### config.mk
export PLATFORM = sky130hd
export DESIGN_NAME = vpid_div
export DESIGN_NICKNAME = d
export VERILOG_FILES = /design/src/rtl/vpid_pkg.sv /design/src/rtl/vpid_div.sv
export SDC_FILE = /design/constraint.sdc
export NUM_CORES = 1
export LEC_CHECK = 0
export BUFFER_PORTS_ARGS = -buffer_cell sky130_fd_sc_hd__buf_2
export CORE_MARGIN = 10
export CORE_UTILIZATION = 40
export CTS_CLUSTER_DIAMETER = 50
export DETAILED_ROUTE_END_ITERATION = 8
export HOLD_SLACK_MARGIN = 0.12
export PLACE_DENSITY_LB_ADDON = 0.25
export SYNTH_ARGS = -nofsm -noshare
export SYNTH_HDL_FRONTEND = slang
export SYNTH_SLANG_ARGS = --single-unit
### constraint.sdc
create_clock -name clk -period 6.1 [get_ports clk]
set_input_delay 0.61 -clock clk [delete_from_list [all_inputs] [get_ports clk]]
set_output_delay 0.61 -clock clk [all_outputs]
set_load 0.05 [all_outputs]
### src/rtl/vpid_pkg.sv
`timescale 1ns / 1ps
// ----------------------------------------------------------------------------
// vpid_pkg
// Shared widths, register indexes and the saturation helper of the velocity
// pid unit.
// ----------------------------------------------------------------------------
package vpid_pkg;

	localparam int DW = 32;           // data width, signed q16.16
	localparam int FB = 16;           // fraction bits
	localparam int GW = 31;           // gain register width
	localparam int XW = 68;           // wide exact intermediate
	localparam int PW = 66;           // product width of the shared multiplier
	localparam int SW = PW - FB;      // product width after the fraction shift
	localparam int QW = 48;           // divider dividend and quotient width
	localparam int RW = 33;           // divider divisor width
	localparam int CW = FB + 1;       // filter coefficient width
	localparam int IW = 3;            // register index width

	typedef enum logic [IW-1:0] {
		REG_PROP_GAIN   = 3'd0,
		REG_INTEG_GAIN  = 3'd1,
		REG_DERIV_GAIN  = 3'd2,
		REG_FILTER_TAU  = 3'd3,
		REG_CONTROL_MIN = 3'd4,
		REG_CONTROL_MAX = 3'd5
	} reg_idx_t;

	localparam logic signed [XW-1:0] SAT_HI = 68'sd2147483647;
	localparam logic signed [XW-1:0] SAT_LO = -68'sd2147483648;

	function automatic logic signed [DW-1:0] sat_dw(input logic signed [XW-1:0] x);
		logic signed [DW-1:0] r;
		if (x > SAT_HI) begin
			r = SAT_HI[DW-1:0];
		end else if (x < SAT_LO) begin
			r = SAT_LO[DW-1:0];
		end else begin
			r = x[DW-1:0];
		end
		return r;
	endfunction

endpackage

### src/rtl/vpid_div.sv
`timescale 1ns / 1ps
// ----------------------------------------------------------------------------
// vpid_div
// Unsigned restoring divider, one quotient bit per cycle.
// ----------------------------------------------------------------------------
module vpid_div (
	input  logic                        clk,
	input  logic                        arst_n,
	input  logic                        start,
	input  logic [vpid_pkg::QW-1:0]     dividend,
	input  logic [vpid_pkg::RW-1:0]     divisor,
	output logic                        done,
	output logic [vpid_pkg::QW-1:0]     quotient
);
	localparam int NW = $clog2(vpid_pkg::QW);
	localparam logic [NW-1:0] LAST = NW'(vpid_pkg::QW - 1);

	logic                      busy_q;
	logic                      done_q;
	logic [NW-1:0]             cnt_q;
	logic [vpid_pkg::QW-1:0]   dvd_q;
	logic [vpid_pkg::QW-1:0]   quo_q;
	logic [vpid_pkg::RW-1:0]   dsr_q;
	logic [vpid_pkg::RW-1:0]   rem_q;
	logic [vpid_pkg::RW:0]     rem_sh;
	logic [vpid_pkg::RW+1:0]   diff;

	assign rem_sh = {rem_q, dvd_q[vpid_pkg::QW-1]};
	assign diff   = {1'b0, rem_sh} - {2'b0, dsr_q};

	always_ff @(posedge clk or negedge arst_n) begin
		if (!arst_n) begin
			busy_q <= 1'b0;
			done_q <= 1'b0;
			cnt_q  <= '0;
		end else begin
			done_q <= 1'b0;
			if (start && !busy_q) begin
				busy_q <= 1'b1;
				cnt_q  <= '0;
			end else if (busy_q) begin
				cnt_q <= cnt_q + 1'b1;
				if (cnt_q == LAST) begin
					busy_q <= 1'b0;
					done_q <= 1'b1;
				end
			end
		end
	end

	always_ff @(posedge clk) begin
		if (start && !busy_q) begin
			dvd_q <= dividend;
			dsr_q <= divisor;
			rem_q <= '0;
			quo_q <= '0;
		end else if (busy_q) begin
			dvd_q <= {dvd_q[vpid_pkg::QW-2:0], 1'b0};
			if (!diff[vpid_pkg::RW+1]) begin
				rem_q <= diff[vpid_pkg::RW-1:0];
				quo_q <= {quo_q[vpid_pkg::QW-2:0], 1'b1};
			end else begin
				rem_q <= rem_sh[vpid_pkg::RW-1:0];
				quo_q <= {quo_q[vpid_pkg::QW-2:0], 1'b0};
			end
		end
	end

	assign done     = done_q;
	assign quotient = quo_q;
endmodule
# == After elaboration in Yosys (flattened, before gate mapping) ==
# Cells that the tools add are included.
# totals
latch_bits,0
input_bits,84
ff_bits,170
word_cells,25
memories,0
mem_bits_ro,0
ramBits,0
# op_classes
div_mod_pow,0
n_shift,0
n_addsub,2
magnitude_cmp,0
reduce_logical,3
mux,12
n_bitwise,0
n_eq_ne,1
mul,0
# op_table
cell,count
48-bit 2-to-1 mux,2
34-bit by 33-bit subtractor with 35-bit output,1
33-bit 2-to-1 mux,1
6-bit 2-to-1 mux,2
1-bit 2-to-1 mux,7
6-bit by 1-bit adder with 6-bit output (second input constant),1
6-bit equality test (second input constant),1
2-bit nonzero test,1
1-bit logical AND,1
1-bit logical NOT,1

# == Depth between registers and ports, before layout ==
# Gate-level depths: netlist (run 1).
# logic_depth
depth_word,4
ltp_mapped,14
mapped_depth_nobuf,12

# == Worst setup path before layout (run 1) ==
# No wires, ideal clock.
# synth_timing
kind,register -> register
startpoint,reg dvd_q[47] (netlist name)
endpoint,reg rem_q[20] (netlist name)
arrival_ns,2.598
setup_ns,0.095
required_ns,6.005
slack_ns,3.407
synth_period_minus_slack_ns,2.693
path_stages_with_launch,15
n_path_buf,2
cell_sequence,edfxtp_1 -> inv_1 -> ha_1 -> inv_1 -> fa_1 -> a21oi_2 -> o221ai_4 -> a21oi_2 -> a2111oi_4 -> o31ai_4 -> and2_1 -> buf_6 -> buf_4 -> nand3_1 -> o311ai_1
# synth_between
elab_chain_cells,2
# synth_rtl
item,line_no,source
start: declaration,vpid_div.sv:21,logic [vpid_pkg::QW-1:0] dvd_q;
start signal: assignment,vpid_div.sv:53,dvd_q <= dividend;
start signal: assignment,vpid_div.sv:58,"dvd_q <= {dvd_q[vpid_pkg::QW-2:0], 1'b0};"
34-bit by 33-bit subtractor with 35-bit output,vpid_div.sv:29,"assign diff = {1'b0, rem_sh} - {2'b0, dsr_q};"
33-bit 2-to-1 mux,vpid_div.sv:59,if (!diff[vpid_pkg::RW+1]) begin
end signal: assignment,vpid_div.sv:60,rem_q <= diff[vpid_pkg::RW-1:0];
end signal: assignment,vpid_div.sv:63,rem_q <= rem_sh[vpid_pkg::RW-1:0];
end: declaration,vpid_div.sv:24,logic [vpid_pkg::RW-1:0] rem_q;
# No other way between the ends.
# A chain may end at the register's enable or synchronous reset.

# == Final worst setup path (run 1) ==
# Ends and elaborated chain as after synthesis.

==> results of run 1 <==
==> layout by cell type, fill, tap and decap left out, drive strengths merged, types with 4 or more instances in the layout <==
master	instances
a211oi	5
a21o	11
a21oi	33
a32oi	10
and2	6
and3	4
buf	139
clkbuf	17
clkinv	7
dfrtp	8
dfxtp	81
edfxtp	81
ha	34
inv	47
mux2i	4
nand2	296
nand3	39
nand4	8
nor2	22
nor3	5
o211ai	4
o21ai	69
o21bai	5
o221ai	4
o311ai	19
o31ai	8
or2	4
xnor2	14
xor2	10
==> logic make-up after synthesis <==
family | after synthesis | synth area share [%]
AND/OR/NAND/NOR | 401 | 19.9
AO/OA/AOI/OAI | 190 | 16.6
flip-flops | 170 | 50.5
buffers and inverters | 93 | 4.68
XOR/XNOR | 24 | 2.50
adder cells (fa/ha/maj) | 35 | 5.29
multiplexers | 4 | 0.475
==> what timing repair did <==
action	in CTS	in global routing
hold endpoints to repair	8	0
resized for setup	0	0
hold buffers	1	0
==> per-layer routing <==
layer | routed length, microns | part of all wire, % | up-vias
li1 | - | - | 3422
met1 | 9760 | 49 | 3127
met2 | 8890 | 45 | 143
met3 | 1060 | 5.3 | 12
met4 | 174 | 0.88 | 0
met5 | 0 | 0 | -
==> Yosys cell counts, types with 3 or more instances <==
| cell | n |
|---|---|
| inv_1 | 41 |
| or2_2 | 4 |
| edfxtp_1 | 81 |
| o31ai_1 | 6 |
| a2111oi_4 | 3 |
| nor2b_1 | 3 |
| o21ai_0 | 62 |
| and2_1 | 6 |
| a32oi_1 | 10 |
| or3_1 | 3 |
| dfxtp_1 | 81 |
| xnor2_1 | 14 |
| mux2i_1 | 4 |
| o21ai_1 | 6 |
| nand3_1 | 38 |
| buf_2 | 3 |
| nand2_1 | 295 |
| o211ai_1 | 4 |
| clkbuf_1 | 32 |
| buf_4 | 3 |
| xor2_1 | 10 |
| nor2_1 | 22 |
| nor3_1 | 5 |
| nand2b_1 | 3 |
| and3_1 | 4 |
| o221ai_1 | 3 |
| ha_1 | 34 |
| o311ai_1 | 19 |
| buf_6 | 4 |
| a211oi_1 | 4 |
| dfrtp_1 | 8 |
| a21o_1 | 11 |
| a21oi_2 | 5 |
| nand4_1 | 7 |
| buf_1 | 8 |
| o21bai_1 | 4 |
| a21oi_1 | 28 |
| o21a_1 | 3 |
==> flip-flops by register name, indices dropped and copies added, names as in the netlist <==
register,flops
quotient,48
cnt_q,6
rem_q,33
dsr_q,33
busy_q,1
done,1
dvd_q,48
==> cell type report <==
| cell class | count | area [sq um] |
|---|---|---|
| Sequential cell | 170 | 4260 |
| Timing Repair Buffer | 140 | 723 |
| Fill cell | 2067 | 11100 |
| Inverter | 43 | 161 |
| Clock buffer | 17 | 425 |
| Tap cell | 275 | 344 |
| Multi-Input combinational cell | 654 | 3780 |
| Clock inverter | 15 | 140 |
==> power breakdown <==
part | internal (W) | total [W] | switching (W)
Clock | 0.000568 | 0.00105 | 0.000478
Combinational | 0.000924 | 0.00266 | 0.00174
Sequential | 0.00171 | 0.00200 | 0.000288
==> through the flow <==
| step | setup slack [ns] | std cells | total power (W) |
|---|---|---|---|
| 3_5_place_dp | 2.32 | 1281 | 0.00469 |
| 2_1_floorplan | 3.41 | 917 | 0.00412 |
| 3_3_place_gp | 2.41 | 1281 | 0.00465 |
| 6_report | 2.33 | 1314 | 0.00570 |
| 5_1_grt | 1.98 | 1314 | 0.00612 |
| 4_1_cts | 2.30 | 1314 | 0.00575 |
==> worst max-delay path, stage by stage (launching register included) <==
cell       delay, ns
edfxtp_1        0.39
inv_1           0.07
ha_1            0.15
inv_1           0.05
fa_1            0.43
a21oi_2         0.22
o221ai_4        0.16
a21oi_2         0.34
a2111oi_4       0.15
o31ai_4         0.21
and2_1          0.78
buf_4           0.43
nand3_1         0.13
o311ai_1        0.14
==> how the worst max path moves through the flow <==
stage,start,to,slack (ns),cells past startpoint
finish,dvd_q[47]$_DFFE_PP_,rem_q[20]$_SDFFE_PP0P_,2.33,13
global placement,dvd_q[47]$_DFFE_PP_,rem_q[30]$_SDFFE_PP0P_,2.41,13
global route,dvd_q[47]$_DFFE_PP_,rem_q[16]$_SDFFE_PP0P_,1.98,13
detailed placement,dvd_q[47]$_DFFE_PP_,rem_q[19]$_SDFFE_PP0P_,2.32,13
CTS,dvd_q[47]$_DFFE_PP_,rem_q[20]$_SDFFE_PP0P_,2.30,13
floorplan,dvd_q[47]$_DFFE_PP_,rem_q[20]$_SDFFE_PP0P_,3.41,14
==> results.cfg, run 1 <==
[clock_network]
root_buffer = clkbuf_16
htree_levels = 4
path_clk_slew_ns = 0.07
worstSkewPairLatency_ns = 0.43
clock-sinks = 170
cts_tree = built
cts_buffers = 17
post_cts_buffers = 0
cts_max_path_buffers = 2

[synthesis]
async_flop_share_pct = 4.71
syn-cell-area_sq_um = 8420
netlist_instances = 917
synth-warning-count = 0
synth_top_cell_area_share_pct = 28.9
ys_ff_latch = 170
synth-edff-count = 81
synth_cell_types = 66
synthFlopType = edfxtp_1
synth_area_leaders = edfxtp_1 (29%), dfxtp_1 (19%), nand2_1 (13%), ha_1 (5.0%), o21ai_0 (3.7%)
synth-seq-area-share_pct = 50.5
syn_nets = 1036
synth.avg_cell_area_sq_um = 9.19
yosysTopAreaCell = edfxtp_1

[sta]
final.period_utilization_pct = 61.8
period_needed_ns = 3.77
fmax_mhz = 265
max_slew.worst_pin.slew_ns = 1.01
tns_ns = 0
finalSetupViolations = 0
rsz0062_at_grt = no
final_hold_viol_count = 0
slew_viol_final = 0
skew_ns = 0.0123
slew_headroom_pct = 32.6
hold_ws_ns = 0.358

[place]
io_buffers = 132
hpwl_microns = 13600
gp_congestion = 0.852
post_dp_cell_area_sq_um = 9250

[grt]
grt_util_met3_pct = 3.67
grt_util_met2_pct = 22.0
grt_pass1_wl_microns = 32300
grt_max_degree = 93
gr-total-overflow = 0
grt_antenna_before_repair = 1
grt.busiest_layer = met2
grtUsageTotal_pct = 14.5
met1_usage_pct = 20.0
grt_pass1_vias = 6419

[floorplan]
placementRows = 53
die_area_sq_um = 27300
die_w_microns = 165
core_sq_um = 20900
initial_core_util_pct = 40.3
die_h_microns = 165
ios = 133

[worst_hold_path]
hold_class = in2reg
min_to = dsr_q[17]$_DFFE_PP_
hp-start = divisor[17]
hold_depth = 1

[final_layout]
final_cell_area_sq_um = 9830
area_growth_pct = 16.7
fin_util_pct = 47.1
diodes = 0
final_nets = 1145
drive_above_1_share_pct = 19.3

[status]
outcome = complete, no violations

[worst_setup_path]
cp.arrival_ns = 4.09
r2r_setup_slack_ns = 2.33
crit_path_start_kind = flip-flop
regToRegStartpoint = dvd_q[47]$_DFFE_PP_
r2r_cells = 13
crit_type = reg2reg
reg2reg_to = rem_q[20]$_SDFFE_PP0P_
required_ns = 6.43
crit_path_max_fanout = 28
end_kind = flip-flop

[drt]
first_iter_violations = 508
drc = 0
wl_microns = 19900
routed_via_density = 5.10
wire_per_inst_microns = 15.1
dr_total_vias = 6704
ant_nets = 0
drt-pass1-iter-count = 5

[power_and_ir_drop]
ir_drop_v = 0.000186
leakage_nw = 4.29
power_density_nw_per_um2 = 580

[flow_run]
max_cap_violations = 0
Note: power is estimated with default switching activity, not from simulation.
==> run 2: changes to the inputs <==
- ABC_AREA: unset -> 1
- clock period: 6.1 -> 3.4 ns (I/O delays scaled with it)
==> results.cfg, run 2 <==
[final_layout]
drive_above_1_share_pct = 13.6
final_nets = 1528
mostFrequentLayoutCell = nand2_1
mostFrequentLayoutCells = nand2_1 (530), inv_1 (225), buf_2 (132), edfxtp_1 (81), dfxtp_1 (81)
layoutNonFillerInstCount = 1708
area_growth_pct = 20.7

[sta]
skew_ns = 0.0115
slew_headroom_pct = 39.4
final.period_utilization_pct = 77.5
final_hold_viol_count = 0
period_needed_ns = 2.64
rsz0062_at_grt = no
tns_ns = 0
fmax_mhz = 379
slew_viol_final = 0
max_slew.worst_pin.slew_ns = 0.908
finalSetupViolations = 0

[power_and_ir_drop]
leakage_nw = 5.91
ir_drop_v = 0.000638
power_density_nw_per_um2 = 1020
finalPower_w = 0.0113

[grt]
grt_antenna_before_repair = 2
grt_pass1_wl_microns = 39000
grt_pass1_vias = 8058
grt_max_degree = 65
grtUsageTotal_pct = 16.4
gr-total-overflow = 0

[status]
outcome = complete, no violations

[drt]
drt-pass1-iter-count = 5
wl_microns = 23500
wire_per_inst_microns = 13.8
drc = 0
ant_nets = 0
dr_total_vias = 8061
first_iter_violations = 568
routed_via_density = 4.72

[floorplan]
placementRows = 55
die_area_sq_um = 29400
initial_core_util_pct = 40.6
core_sq_um = 22600
ios = 133
die_h_microns = 171
die_w_microns = 171

[synthesis]
syn_nets = 1371
syn-cell-area_sq_um = 9180
synth.avg_cell_area_sq_um = 7.33
synth_top_cells_by_count = nand2_1 (530), inv_1 (226), dfxtp_1 (81), edfxtp_1 (81), nand3_1 (60)
yosysTopAreaCell = edfxtp_1
synth-edff-count = 81
async_flop_share_pct = 4.71
synth_top_cell_area_share_pct = 26.5
yosysMostFrequentCell = nand2_1
synth-warning-count = 0
synth-seq-area-share_pct = 46.4
netlist_instances = 1252
synth_cell_types = 37
synthFlopType = edfxtp_1
synth_area_leaders = edfxtp_1 (27%), nand2_1 (22%), dfxtp_1 (18%), inv_1 (9.2%), ha_1 (4.6%)
ys_ff_latch = 170

[worst_setup_path]
cp_cell_sequence = inv_1 > ha_1 > inv_1 > fa_1 > nand3_1 > nand3_2 > nand2_2 > nand2_2 > nand2_4 > nand2_4 > nand2_4 > nand2_1 > nand2_1 > nand2_1
crit_path_max_fanout = 34
slowest_delay_ns = 0.44
cpLargestDelayFamily = simple AND/OR/NAND/NOR gates
cp.arrival_ns = 2.96
cp-startpoint = dvd_q[47]$_DFFE_PP_
required_ns = 3.73
crit_type = reg2reg
crit_path_start_kind = flip-flop
crit_path_top_delay_cell = fa_1
regToRegStartpoint = dvd_q[47]$_DFFE_PP_
end_kind = flip-flop
worst-path-buf-inv = 2

[flow_run]
max_cap_violations = 0

[worst_hold_path]
hp-start = dividend[2]
hold_class = in2reg

[clock_network]
worstSkewPairLatency_ns = 0.44
path_clk_slew_ns = 0.08
cts_tree = built
cts_buffers = 17
root_buffer = clkbuf_16
clock-sinks = 170
cts_max_path_buffers = 2
htree_levels = 4
ctsResizeCount = 0

[place]
placed_cells = 1641
hpwl_microns = 17300
gp_congestion = 0.941
io_buffers = 132
## run 2: path summary, 6_finish.rpt
kind	to	slack, ns	cells past startpoint
setup / recovery	rem_q[23]$_SDFFE_PP0P_	0.76	14
hold / removal	dvd_q[2]$_DFFE_PP_	0.17	3
setup reg to reg	rem_q[23]$_SDFFE_PP0P_	0.76	14
hold reg to reg	rem_q[4]$_SDFFE_PP0P_	0.47	2
max in group asynchronous	cnt_q[1]$_DFFE_PN0P_	2.95	2
min in group asynchronous	cnt_q[5]$_DFFE_PN0P_	0.28	2
## run 2: kinds of logic (layout without fill, tap and decap cells)
kind of cell | after synthesis | in the layout | synth area share (%)
AND/OR/NAND/NOR | 693 | 693 | 31.5
buffers and inverters | 265 | 435 | 11.1
flip-flops | 170 | 170 | 46.4
AO/OA/AOI/OAI | 74 | 74 | 4.77
adder cells (fa/ha/maj) | 35 | 35 | 4.85
XOR/XNOR | 15 | 15 | 1.43
other | 0 | 1 | 0
## run 2: routing by layer
layer / wire length (microns) / up-vias / share of wire (%) / GRT usage (%)
met4: 402 / 2 / 1.7 / 5.14
met1: 10800 / 3647 / 46 / 21.1
met5: 18 / - / 0.077 / 0
met2: 10800 / 201 / 46 / 26.5
met3: 1480 / 26 / 6.3 / 4.24
li1: - / 4185 / - / -
## run 2: report_power, final
part	switching [W]	total (W)	internal, W
logic	0.00395	0.00581	0.00186
registers	0.000401	0.00350	0.00309
clock network	0.00101	0.00202	0.00102
total	0.00535	0.0113	0.00598
## run 2: metrics by stage
stage | hold slack [ns] | area [sq um] | worst slack, ns | util [%]
final | 0.171 | 11100 | 0.763 | 49.1
after global routing | 0.159 | 11100 | 0.501 | 49.1
after CTS | 0.155 | 11100 | 0.725 | 49.1
after detailed placement | 0.192 | 10100 | 0.749 | 44.8
after global placement | 0.191 | 10100 | 0.791 | 44.8
after floorplan | 0.0444 | 9180 | 0.963 | -
## run 2: layout make-up
cell class / count / area (sq um)
diodes: 1 / 2.50
clock buffers: 17 / 425
clock inverters: 15 / 191
fillers: 2284 / 11500
inverters: 229 / 861
multi-input cells: 817 / 3910
flip-flops and latches: 170 / 4250
well taps: 285 / 357
repair buffers: 174 / 1070
## run 2: timing repair
action / in CTS / in global routing
hold endpoints to repair: 41 / 0
hold buffers: 34 / 0
buffers inserted: 0 / 0
## run 2: tightest hold or removal path, delay by kind of cell
family	cells	cell delay (ns)
and+or+nand+nor	2	0.09
buffers and inverters	1	0.07
==> run 3: changes to the inputs <==
- ABC_AREA: 1 -> 0
- clock period: 3.4 -> 2.39 ns (I/O delays scaled with it)
==> results.cfg, run 3 (synthesis gave the netlist of run 1 again) <==
[status]
outcome = finished, violations left
violations = negative setup slack

[drt]
ant_nets = 0
routed_via_density = 4.96
drt-met1-wl_microns = 10800
first_iter_violations = 418
drt-pass1-iter-count = 5
wire_per_inst_microns = 15.0
wl_microns = 22800
drc = 0
highest_layer = met4
dr_wl_met2_microns = 10700
dr_total_vias = 7531
wl_met3_microns = 1100

[sta]
skew_ns = 0.0151
finalSetupViolations = 33
slew_viol_final = 0
tns_ns = -3.33
final.period_utilization_pct = 106
fmax_mhz = 396
hold_ws_ns = 0.137
rsz0062_at_grt = yes
period_needed_ns = 2.53
final_hold_viol_count = 0
slew_headroom_pct = 48.6
max_slew.worst_pin.slew_ns = 0.770
layout_setup_ws_ns = -0.136

[place]
io_buffers = 132
post_dp_cell_area_sq_um = 10200
hpwl_microns = 15200
placed_cells = 1394
gp_congestion = 0.861

[final_layout]
layoutNonFillerInstCount = 1518
area_growth_pct = 41.2
diodes = 0
drive_above_1_share_pct = 28.9
mostFrequentLayoutCell = nand2_1
mostFrequentLayoutCells = nand2_1 (293), buf_2 (132), buf_4 (120), dlygate4sd3_1 (82)
fillCellCount = 1800
final_cell_area_sq_um = 11900
final_nets = 1349

[worst_setup_path]
crit_type = reg2reg
reg2reg_to = rem_q[15]$_SDFFE_PP0P_
cp.arrival_ns = 2.83
cp_common_cell = a21oi_4
required_ns = 2.69
crit_path_top_delay_cell = edfxtp_1
worst-path-buf-inv = 3
crit_path_start_kind = flip-flop
regToRegStartpoint = dvd_q[47]$_DFFE_PP_
end_kind = flip-flop
crit_path_max_fanout = 25
slowest_delay_ns = 0.38
cp_cell_sequence = inv_1 > ha_2 > inv_2 > fa_2 > a21oi_4 > o221ai_4 > a21oi_4 > a2111oi_4 > o31ai_4 > and2_4 > buf_12 > or3_1 > nand3_1
cpLargestDelayFamily = compound AO/OA/AOI/OAI gates
r2r_setup_slack_ns = -0.14
r2r_cells = 13

[floorplan]
initial_core_util_pct = 40.3
die_h_microns = 165
die_area_sq_um = 27300
placementRows = 53
ios = 133
core_sq_um = 20900
die_w_microns = 165

[power_and_ir_drop]
power_density_nw_per_um2 = 1400
ir_drop_v = 0.000714
leakage_nw = 5.28

[worst_hold_path]
hold_depth = 2
hold_class = in2reg
min_to = quotient[20]$_SDFFE_PP0P_
hp-start = start

[grt]
grtUsageTotal_pct = 16.7
grt_pass1_wl_microns = 37200
grt_antenna_before_repair = 0
grt_pass1_vias = 7417
grt_max_degree = 72
gr-total-overflow = 0

[clock_network]
cts_buffers = 17
clock-sinks = 170
cts_max_path_buffers = 2
cts_tree = built
root_buffer = clkbuf_16
worstSkewPairLatency_ns = 0.42
path_clk_slew_ns = 0.07
htree_levels = 4

[flow_run]
max_cap_violations = 0
## run 3: how the worst max path moves through the flow
stage	startpoint	endpoint	slack [ns]	depth (start not counted)
floorplan	dvd_q[47]$_DFFE_PP_	rem_q[20]$_SDFFE_PP0P_	-0.16	14
global placement	dsr_q[9]$_DFFE_PP_	rem_q[15]$_SDFFE_PP0P_	-0.24	11
detailed placement	dvd_q[47]$_DFFE_PP_	rem_q[26]$_SDFFE_PP0P_	-0.32	13
CTS	dsr_q[15]$_DFFE_PP_	rem_q[15]$_SDFFE_PP0P_	-0.20	12
global route	dvd_q[47]$_DFFE_PP_	rem_q[12]$_SDFFE_PP0P_	-0.29	13
finish	dvd_q[47]$_DFFE_PP_	rem_q[15]$_SDFFE_PP0P_	-0.14	13
## run 3: layout make-up
class                           instances  area (sq um)  area share [%]
Clock buffer                           18           429            3.61
Clock inverter                         14           150            1.26
Inverter                               43           161            1.36
Multi-Input combinational cell        654          4020            33.8
Sequential cell                       170          4260            35.8
Tap cell                              275           344            2.89
Timing Repair Buffer                  344          2540            21.3
## run 3: metrics by stage
step	utilization [%]	power [W]	setup WS (ns)
after floorplan	-	0.0106	-0.156
after global placement	48.7	0.0132	-0.240
after detailed placement	48.7	0.0133	-0.321
after CTS	56.4	0.0165	-0.202
after global routing	57.0	0.0178	-0.285
final	57.0	0.0167	-0.136
## run 3: report_power, final
group	switching (W)	leakage, nW	internal, W	total [W]
sequential	0.000726	1.63	0.00435	0.00508
combinational	0.00501	3.37	0.00382	0.00883
clock	0.00134	0.278	0.00140	0.00274
total	0.00708	5.28	0.00957	0.0167
## run 3: metal layers
layer  track usage (%)  up-vias
li1                  -     3840
met1              22.9     3520
met2              26.4      158
met3              3.82       13
met4              3.30        0
met5                 0        -
## run 3: worst reg2reg max path: cells and delay by family, from the launching register on
kind | cells | cell delay [ns]
buffers and inverters | 3 | 0.28
DFF | 1 | 0.38
AOI/OAI and AO/OA | 5 | 0.80
and+or+nand+nor | 3 | 0.43
adders and majority gates | 2 | 0.54
## run 3: timing repair
action	in CTS	in global routing
gates resized for setup	32	18
setup buffers	6	6
cloned	0	0
endpoints found under the hold margin	89	0
endpoints found under the setup margin	33	34
hold buffers	82	0
pin swaps	16	18
